`src/rtl/lkvc_pkg.sv`:
```
// Shared types, constants and helpers for the LRU key-value cache.
package lkvc_pkg;

   localparam int MAX_ENTRIES   = 16;
   localparam int KEY_BITS      = 32;
   localparam int DATA_BITS     = 32;
   localparam int RANK_BITS     = $clog2(MAX_ENTRIES);
   localparam int COUNT_BITS    = $clog2(MAX_ENTRIES + 1);
   localparam int CAP_BITS      = 5;
   localparam int CMP_BITS      = (COUNT_BITS > CAP_BITS) ? COUNT_BITS : CAP_BITS;
   localparam int CSR_ADDR_BITS = 3;
   localparam int CSR_DATA_BITS = 32;

   localparam logic [CAP_BITS-1:0] CAP_RESET = CAP_BITS'(10);

   // register select is csr_paddr[2]
   localparam logic REG_CAPACITY = 1'b0;

   localparam logic [1:0] REQ_GET    = 2'd0;
   localparam logic [1:0] REQ_PUT    = 2'd1;
   localparam logic [1:0] REQ_REMOVE = 2'd2;

   typedef struct packed {
      logic [1:0]         req_type;
      logic signed [31:0] key;
      logic signed [31:0] value;
   } lkvc_req_type;

   typedef struct packed {
      logic               hit;
      logic signed [31:0] read_value;
   } lkvc_rsp_type;

   typedef struct packed {
      logic                  fire;
      logic [COUNT_BITS-1:0] cap;
   } lkvc_op_type;

   function automatic logic [KEY_BITS-1:0] to_key(input logic signed [31:0] key);
      logic signed [63:0] ext;
      ext = 64'(key);
      return ext[KEY_BITS-1:0];
   endfunction

endpackage

```
`src/rtl/lru_key_value_cache.sv`:
```
// Top level: request register, result register, capacity register and entry store.
//
//   channel   direction  handshake                  payload
//   req_*     in         req_valid / req_stall      lkvc_req_type: req_type, key, value
//   rsp_*     out        rsp_valid / rsp_stall      lkvc_rsp_type: hit, read_value
//   csr_*     in/out     psel, penable, pready      capacity at byte address 0
//
// One request per cycle while results are not stalled; a taken request waits in the request
// register; key match and rank update are combinational; the result register captures it.
// Reset is synchronous: all entries invalid, capacity back to 10.
// A stalled result holds the request register, which then stalls req_* in the same cycle.
module lru_key_value_cache (
   input  logic                                  clock,
   input  logic                                  reset,
   input  logic                                  req_valid,
   output logic                                  req_stall,
   input  lkvc_pkg::lkvc_req_type                req_data,
   output logic                                  rsp_valid,
   input  logic                                  rsp_stall,
   output lkvc_pkg::lkvc_rsp_type                rsp_data,
   input  logic                                  csr_psel,
   input  logic                                  csr_penable,
   input  logic                                  csr_pwrite,
   input  logic [lkvc_pkg::CSR_ADDR_BITS-1:0]    csr_paddr,
   input  logic [lkvc_pkg::CSR_DATA_BITS-1:0]    csr_pwdata,
   output logic [lkvc_pkg::CSR_DATA_BITS-1:0]    csr_prdata,
   output logic                                  csr_pready
);
   import lkvc_pkg::*;

   logic                  req_valid_ff, req_valid_in;
   lkvc_req_type          req_ff;
   logic                  rsp_valid_ff, rsp_valid_in;
   lkvc_rsp_type          rsp_ff, store_rsp;
   logic [CAP_BITS-1:0]   capacity_ff, capacity_in;
   logic [CMP_BITS-1:0]   cap_wide, cap_clamped;
   lkvc_op_type           op;
   logic                  fire, accept, csr_write;

   assign fire         = req_valid_ff && (!rsp_valid_ff || !rsp_stall);
   assign req_stall    = req_valid_ff && !fire;
   assign accept       = req_valid && !req_stall;
   assign req_valid_in = accept || (req_valid_ff && !fire);
   assign rsp_valid_in = fire || (rsp_valid_ff && rsp_stall);

   assign csr_pready  = 1'b1;
   assign csr_write   = csr_psel && csr_penable && csr_pwrite && csr_pready
                        && (csr_paddr[2] == REG_CAPACITY);
   assign capacity_in = csr_write ? csr_pwdata[CAP_BITS-1:0] : capacity_ff;
   assign csr_prdata  = (csr_paddr[2] == REG_CAPACITY) ?
                        CSR_DATA_BITS'(capacity_ff) : '0;

   always_comb begin
      cap_wide = CMP_BITS'(capacity_ff);
      if (cap_wide == '0) begin
         cap_clamped = CMP_BITS'(1);
      end else if (cap_wide > CMP_BITS'(MAX_ENTRIES)) begin
         cap_clamped = CMP_BITS'(MAX_ENTRIES);
      end else begin
         cap_clamped = cap_wide;
      end
   end

   assign op.fire = fire;
   assign op.cap  = cap_clamped[COUNT_BITS-1:0];

   lkvc_store u_store (
      .clock (clock),
      .reset (reset),
      .op    (op),
      .req   (req_ff),
      .rsp   (store_rsp)
   );

   always_ff @(posedge clock) begin
      if (reset) begin
         req_valid_ff <= 1'b0;
         rsp_valid_ff <= 1'b0;
         capacity_ff  <= CAP_RESET;
      end else begin
         req_valid_ff <= req_valid_in;
         rsp_valid_ff <= rsp_valid_in;
         capacity_ff  <= capacity_in;
      end
   end

   always_ff @(posedge clock) begin
      if (accept) begin
         req_ff <= req_data;
      end
      if (fire) begin
         rsp_ff <= store_rsp;
      end
   end

   assign rsp_valid = rsp_valid_ff;
   assign rsp_data  = rsp_ff;

endmodule

```
`src/rtl/lkvc_store.sv`:
```
// Entry store: parallel key match, recency ranks, insert, evict and remove.
module lkvc_store (
   input  logic                  clock,
   input  logic                  reset,
   input  lkvc_pkg::lkvc_op_type  op,
   input  lkvc_pkg::lkvc_req_type req,
   output lkvc_pkg::lkvc_rsp_type rsp
);
   import lkvc_pkg::*;

   logic [KEY_BITS-1:0]   key_ff   [MAX_ENTRIES];
   logic [DATA_BITS-1:0]  value_ff [MAX_ENTRIES];
   logic [RANK_BITS-1:0]  rank_ff  [MAX_ENTRIES];
   logic [RANK_BITS-1:0]  rank_in  [MAX_ENTRIES];
   logic [MAX_ENTRIES-1:0] valid_ff, valid_in;
   logic [COUNT_BITS-1:0] used_ff, used_in, used_less;

   logic [KEY_BITS-1:0]    k;
   logic [MAX_ENTRIES-1:0] match, victim, free, slot, wr_value, wr_key;
   logic [RANK_BITS-1:0]   last_rank, hit_rank;
   logic [DATA_BITS-1:0]   hit_value;
   logic                   hit_any, is_get, is_put, is_remove, evict;

   assign k         = to_key(req.key);
   assign used_less = used_ff - COUNT_BITS'(1);
   assign last_rank = used_less[RANK_BITS-1:0];
   assign is_get    = (req.req_type == REQ_GET);
   assign is_put    = (req.req_type == REQ_PUT);
   assign is_remove = (req.req_type == REQ_REMOVE);

   always_comb begin
      hit_rank  = '0;
      hit_value = '0;
      for (int i = 0; i < MAX_ENTRIES; i++) begin
         match[i]  = valid_ff[i] && (key_ff[i] == k);
         victim[i] = valid_ff[i] && (rank_ff[i] == last_rank);
         hit_rank  = hit_rank  | (match[i] ? rank_ff[i]  : '0);
         hit_value = hit_value | (match[i] ? value_ff[i] : '0);
      end
   end

   assign hit_any = |match;
   assign evict   = is_put && !hit_any && (used_ff >= op.cap);
   assign free    = ~valid_ff | (evict ? victim : '0);
   assign slot    = free & (~free + MAX_ENTRIES'(1));

   always_comb begin
      valid_in = valid_ff;
      used_in  = used_ff;
      wr_value = '0;
      wr_key   = '0;
      for (int i = 0; i < MAX_ENTRIES; i++) begin
         rank_in[i] = rank_ff[i];
      end
      case (req.req_type)
         REQ_GET, REQ_PUT: begin
            if (hit_any) begin
               // touch: younger entries age by one, the hit entry becomes newest
               for (int i = 0; i < MAX_ENTRIES; i++) begin
                  if (match[i]) begin
                     rank_in[i] = '0;
                  end else if (valid_ff[i] && rank_ff[i] < hit_rank) begin
                     rank_in[i] = rank_ff[i] + RANK_BITS'(1);
                  end
               end
               if (is_put) begin
                  wr_value = match;
               end
            end else if (is_put) begin
               for (int i = 0; i < MAX_ENTRIES; i++) begin
                  if (slot[i]) begin
                     valid_in[i] = 1'b1;
                     rank_in[i]  = '0;
                  end else if (evict && victim[i]) begin
                     valid_in[i] = 1'b0;
                     rank_in[i]  = '0;
                  end else if (valid_ff[i]) begin
                     rank_in[i] = rank_ff[i] + RANK_BITS'(1);
                  end
               end
               wr_value = slot;
               wr_key   = slot;
               if (!evict) begin
                  used_in = used_ff + COUNT_BITS'(1);
               end
            end
         end
         REQ_REMOVE: begin
            if (hit_any) begin
               for (int i = 0; i < MAX_ENTRIES; i++) begin
                  if (match[i]) begin
                     valid_in[i] = 1'b0;
                     rank_in[i]  = '0;
                  end else if (valid_ff[i] && rank_ff[i] > hit_rank) begin
                     rank_in[i] = rank_ff[i] - RANK_BITS'(1);
                  end
               end
               used_in = used_less;
            end
         end
         default: begin
         end
      endcase
   end

   always_ff @(posedge clock) begin
      if (reset) begin
         valid_ff <= '0;
         used_ff  <= '0;
         for (int i = 0; i < MAX_ENTRIES; i++) begin
            rank_ff[i] <= '0;
         end
      end else if (op.fire) begin
         valid_ff <= valid_in;
         used_ff  <= used_in;
         for (int i = 0; i < MAX_ENTRIES; i++) begin
            rank_ff[i] <= rank_in[i];
         end
      end
   end

   always_ff @(posedge clock) begin
      if (op.fire) begin
         for (int i = 0; i < MAX_ENTRIES; i++) begin
            if (wr_key[i]) begin
               key_ff[i] <= k;
            end
            if (wr_value[i]) begin
               value_ff[i] <= DATA_BITS'(req.value);
            end
         end
      end
   end

   always_comb begin
      rsp.hit        = hit_any && (is_get || is_put || is_remove);
      rsp.read_value = (is_get && hit_any) ? $signed(hit_value) : '0;
   end

endmodule

```
`config.mk`:
```
export PLATFORM = sky130hd
export DESIGN_NAME = lru_key_value_cache
export DESIGN_NICKNAME = d
export VERILOG_FILES = /design/src/rtl/lkvc_pkg.sv /design/src/rtl/lru_key_value_cache.sv /design/src/rtl/lkvc_store.sv
export SDC_FILE = /design/constraint.sdc
export NUM_CORES = 2
export LEC_CHECK = 0
export BUFFER_PORTS_ARGS = -buffer_cell sky130_fd_sc_hd__clkbuf_2
export CAP_MARGIN = 0
export CORE_UTILIZATION = 40
export CTS_CLUSTER_SIZE = 10
export DETAILED_ROUTE_END_ITERATION = 16
export GPL_ROUTABILITY_DRIVEN = 0
export PLACE_DENSITY = 0.62
export SLEW_MARGIN = 30
export SYNTH_ARGS = -nofsm -noshare
export SYNTH_HDL_FRONTEND = slang
export SYNTH_SLANG_ARGS = --single-unit
```
`constraint.sdc`:
```
create_clock -name clock -period 13.9 [get_ports clock]
set_input_delay 1.39 -clock clock [delete_from_list [all_inputs] [get_ports clock]]
set_output_delay 1.39 -clock clock [all_outputs]
set_load 0.05 [all_outputs]
```
* Word level (Yosys, flattened, before mapping)
Memory sizes are Yosys's and may differ from the RTL's. Cells that the tools add are included.
Word-level totals: flip-flop bits (word level) 127, bits in latches 0, memory bits (writable) 1088, bits in read-only memories 0, logic and storage cells 733, memories 3
Memories:
- u_store.key_ff | depth 16, bits a word 32, read ports 16, clocked after Yosys merged registers in 0, wr ports 1, RTL line lkvc_store.sv:11 | logic [KEY_BITS-1:0] key_ff [MAX_ENTRIES];
- u_store.value_ff | depth 16, bits a word 32, read ports 16, clocked after Yosys merged registers in 0, wr ports 16, RTL line lkvc_store.sv:12 | logic [DATA_BITS-1:0] value_ff [MAX_ENTRIES];
- u_store.rank_ff | depth 16, bits a word 4, read ports 16, clocked after Yosys merged registers in 0, wr ports 16, RTL line lkvc_store.sv:13 | logic [RANK_BITS-1:0] rank_ff [MAX_ENTRIES];
Operators by class: $add $sub $neg 35, multiply operators 0, divide/modulo/power cells 0, $lt $le $gt $ge 34, eq/ne operators 70, shift operators 0, multiplexer cells 377, bitwise gates (word level) 51, reduce and logical (&&, ||, !) cells 138
Operator list (number):
- 32-bit 2-to-1 mux | 31
- 4-bit 2-to-1 mux | 159
- 32-bit == test | 16
- 32-bit OR | 15
- 32-bit OR reduction | 15
- 64-bit 2-to-1 mux | 3
- 1-bit 2-to-1 mux | 164
- 16-bit 2-to-1 mux | 10
- 64-bit case mux with 2 select lines | 1
- 7-bit AND reduction | 16
- 1-bit logical AND | 91
- 4-bit by 1-bit adder with 4-bit output, second input constant | 16
- 4-bit == test | 16
- 4-bit > comparator | 16
- 4-bit < comparator | 16
- 4-bit by 1-bit subtractor with 4-bit output, second input constant | 16
- 4-bit OR | 15
- 3-bit by 1-bit != test with 1-bit output, second input constant | 16
- 2-bit by 1-bit != test with 1-bit output, second input constant | 18
- 5-bit 2-to-1 mux | 7
- 16-bit NOT | 2
- 16-bit case mux with 2 select lines | 1
- 16-bit by 1-bit adder with 16-bit output, second input constant | 1
- 16-bit bitwise AND | 1
- other kinds (19) | 43

* Longest topological paths before layout
An unclocked memory read counts as a cell.
depth after elaboration 34, depth in mapped cells 22

* Cells and area by module
From an unflattened synthesis, not the netlist that was laid out.
Unflattened totals: cell total of the unflattened synthesis 4021, area total of the unflattened synthesis 55539.5 um^2
Modules (own cells, without submodules):
- lkvc_store | instances 1, cells each 3847, area an instance 51967.3 um^2, seq. area each 33091.7 um^2
- lru_key_value_cache | instances 1, cells each 174, area an instance 3572.2 um^2, seq. area each 3113.0 um^2

* Least setup slack after synthesis
OpenSTA, ideal clock, no wires.
kind register -> register, start point register u_store.used_ff[0], end point memory u_store.value_ff[5][0] (enable), library setup time 0.432 ns, arrival 4.991 ns, data required time 13.468 ns, path slack 8.477 ns, stages on the path, launching flop included 17, path buffers 4, cells stage by stage dfxtp_1 -> buf_2 -> buf_2 -> inv_1 -> ha_1 -> buf_2 -> buf_2 -> xnor2_1 -> nor2_1 -> a32oi_2 -> nor2b_1 -> nand2_1 -> or2_2 -> a21oi_1 -> nand2_1 -> or2_2 -> a21oi_1
RTL lines:
- start: declaration | RTL line lkvc_store.sv:16 | logic [COUNT_BITS-1:0] used_ff, used_in, used_less;
- start signal: assignment | RTL line lkvc_store.sv:115 | used_ff <= used_in;
- end: declaration | RTL line lkvc_store.sv:12

==> flow_summary_export.csv <==
group,metric,value,unit
run_status,status,"complete, no violations",
critical_path,critPathKind,"reg -> reg",
finish,area_growth,12.45,%
pwr,power.switching,1.892,mW
clocking,cts_max_path_buffers,3,
synth,avgSynthCellArea,14.28,um^2
finish,antenna_cells,0,
finish,final_cell_mix,"1187 x edfxtp_1, 451 x xnor2_1, 191 x nand4_1, 144 x clkbuf_16, 143 x xor2_1",
synth,synth_mux_area_share,0.4240,%
critical_path,end_kind,"flip-flop",
clocking,cts_tree,"done",
critical_path,cp-endpoint,"u_store.rank_ff[0][62]",
grt,grt_pass1_wl,235000,um
critical_path,cp.required,14.32,ns
route,drc_errors,0,
finish,drive_above_1_share,12.13,%
clocking,h-tree-depth,4,
placed_design,hpwl,92950,um
synth,yosys.area_share.adder,2.336,%
pwr,p_int,6.189,mW
pwr,power_density,130.2,nW/um^2
timing,worst_slew_pin_slew,0.9851,ns
grt,grt_pass1_vias,34300,
route,first_pass_iters,9,
placed_design,pre_cts_slack,7.099,ns
synth,ys.warnings.count,0,
critical_path,crit_start,"req_ff[57]",
synth,synth_cells,3865,
synth,synth_xor_area_share,10.13,%
critical_path,ff2ff_path_depth,19,
synth,ys_seq_area_share,65.61,%
clocking,clkTransAtPathRegs,0.06,ns
synth,netlist-cell-type-count,96,
synth,ys_ff_latch,1215,
route,wl_per_cell,27.93,um
grt,grt_max_degree,43,
synth,synth_compound_gate_area_share,9.109,%
route,vias,35420,
grt,antenna_found_initial,4,
placed_design,port_buffers,118,
synth,yosys.area_share.simple,9.238,%
clocking,postCtsSetupRepairBufs,0,
timing,hold_viol,0,
die,die_w,373.4,um
clocking,clock_sinks,1215,
timing,setup_viol_count_final,0,
pwr,peakVddDrop,0.1092,mV
die,rows,135,
critical_path,cp_max_fo,42,
pwr,p_leak,19.63,nW
timing,max_freq,144.1,MHz
timing,setup_tns,0,ns
finish,final_common_cell,"edfxtp_1",
critical_path,worstPathArrival,7.36,ns
critical_path,startpoint_type,"flip-flop",
timing,skew,0.05073,ns
timing,final.period_utilization,49.93,%
timing,slew_violations,0,
timing,finalCriticalPeriod,6.940,ns
critical_path,r2r_setup_slack,6.96,ns
clocking,ctsRootBufferMaster,"clkbuf_16",
pwr,combPwrFrac,6.1,%
clocking,ctsResizeCount,0,
route,viasPerCell,6.041,
clocking,insertion_delay,0.81,ns
synth,async_reset_ff_share,0,%
synth,synth_top_family_by_area,"XOR/XNOR gates",
pwr,power_frac_clock,42.6,%
pwr,seq_power_share,51.3,%
timing,fin_ws,6.960,ns
synth,ys.flop_type,"edfxtp_1",
pwr,swShare,23.42,%
timing,slew_headroom,34.33,%
route,ant_nets,0,
clocking,hold_buffers,0,
synth,synth_edf_count,1187,
grt,grt_usage,23.03,%
die,core,136100,um^2
die,io_pins,176,
finish,nets,4228,
clocking,cts_made_buffers,144,
die,initial_core_util,40.53,%
timing,rsz0062_at_grt,"false",
grt,gr-total-overflow,0,
die,die_area,139400,um^2
worst_hold_path,holdCritPathClass,"reg -> reg",
route,drt_iter0_markers,4235,
critical_path,rr_endpoint,"u_store.rank_ff[0][62]",
die,die_height,373.4,um
route,wl,163800,um
synth,syn_area,55180,um^2
flow_run,drv_cap,0,
critical_path,rr_startpoint,"req_ff[57]",
cell type report:
cell class / count / area, um^2
fillers: 11900 / 74090
flip-flops and latches: 1215 / 36200
multi-input cells: 2339 / 17540
clock buffers: 174 / 3746
well taps: 1781 / 2228
repair buffers: 233 / 1474
clock inverters: 25 / 494.2
inverters: 96 / 360.3
synthesized netlist by cell type, drive strengths merged (9+ instances only):
cell,instances,area share (%)
and4,16,0.26
buf,129,1.7
nand3,103,0.93
dfxtp,28,1.0
nor2,116,0.80
nand4,192,2.2
o21ai,50,0.45
clkbuf,112,0.76
xor2,144,2.3
nor2b,24,0.27
inv,95,0.65
a211oi,17,0.23
xnor2,453,7.2
nand2,122,0.86
a31oi,48,0.56
maj3,15,0.27
xnor3,15,0.61
a22o,99,1.6
ha,91,2.1
o21a,16,0.22
a221oi,118,1.9
o22ai,14,0.16
nand2b,29,0.33
or3,17,0.19
or4,17,0.23
nand4b,10,0.16
or2,9,0.10
mux2i,20,0.36
nor4,83,0.95
o32ai,10,0.16
a21oi,83,0.76
a21o,20,0.27
o31ai,10,0.15
nor3,66,0.64
o211ai,16,0.22
a22oi,74,1.0
and3,67,0.76
edfxtp,1187,65
routing by layer:
metal / share of wire (%) / wire length [um] / GRT usage [%]
met1: 42 / 68010 / 31.13
met2: 45 / 74040 / 35.69
met3: 9.3 / 15280 / 5.500
met4: 3.8 / 6148 / 8.906
met5: 0.17 / 277 / 1.166
critical path, stage by stage (launching register included):
cell and delay, ns:
edfxtp_1 0.75, buf_4 0.53, xor2_1 0.14, nor4_1 0.45, and3_1 0.26, and3_2 0.17
buf_4 0.61, inv_1 0.33, o22ai_1 0.26, a221oi_1 0.15, nand4_1 0.49, buf_4 0.37
ha_1 0.19, inv_1 0.04, a21o_1 0.14, maj3_1 0.35, a21oi_1 0.20, mux2i_1 0.23
a211oi_1 0.10, a311oi_1 0.75
worst min-delay path by stage:
stage | from | to | slack (ns) | cells past startpoint
after CTS | cap_wide[0] | cap_wide[0] | 0.54 | 2
after detailed placement | req_ff[47] | u_store.key_ff[14][15] | 0.53 | 0
final | cap_wide[4] | cap_wide[4] | 0.53 | 2
after global placement | u_store.used_ff[4] | u_store.used_ff[4] | 0.50 | 2
after global routing | req_ff[47] | u_store.key_ff[14][15] | 0.55 | 0
after floorplan | req_valid_ff | rsp_valid | 0.46 | 2
power groups by stage:
stage          sequential, mW  combinational [mW]  clock (mW)
2_1_floorplan            4.21               0.336           0
3_3_place_gp             4.21               0.472           0
3_5_place_dp             4.22               0.482           0
4_1_cts                  4.14               0.484        3.50
5_1_grt                  4.15               0.524        3.63
6_report                 4.15               0.489        3.45
metrics by stage:
| stage | utilization (%) | power [mW] | cell area, um^2 | cells | hold WS (ns) |
|---|---|---|---|---|---|
| 5_1_grt | 45.58 | 8.303 | 62050 | 5863 | 0.5546 |
| 2_1_floorplan | - | 4.541 | 55280 | 3891 | 0.4649 |
| 6_report | 45.58 | 8.081 | 62050 | 5863 | 0.5304 |
| 4_1_cts | 45.57 | 8.125 | 62040 | 5863 | 0.5408 |
| 3_3_place_gp | 42.44 | 4.687 | 57780 | 5663 | 0.4987 |
| 3_5_place_dp | 42.46 | 4.699 | 57800 | 5664 | 0.5260 |
sequential cells by signal (all words and copies together), names as in the netlist:
| register | count |
|---|---|
| rsp_data | 33 |
| cap_wide | 5 |
| rsp_valid | 1 |
| u_store.used_ff | 5 |
| req_valid_ff | 1 |
| u_store.valid_ff | 16 |
| req_ff | 66 |
| u_store.value_ff | 512 |
| u_store.rank_ff | 64 |
| u_store.key_ff | 512 |
logic make-up (layout without fill, tap and decap cells):
logic type	after synthesis	in the layout
AOI/OAI and AO/OA	661	661
and+or+nand+nor	909	909
buffers and inverters	337	528
adders and majority gates	106	106
muxes	23	23
DFF	1215	1215
xor gates and xnor gates	612	612
other	2	28
(Power assumes the default switching activity.)
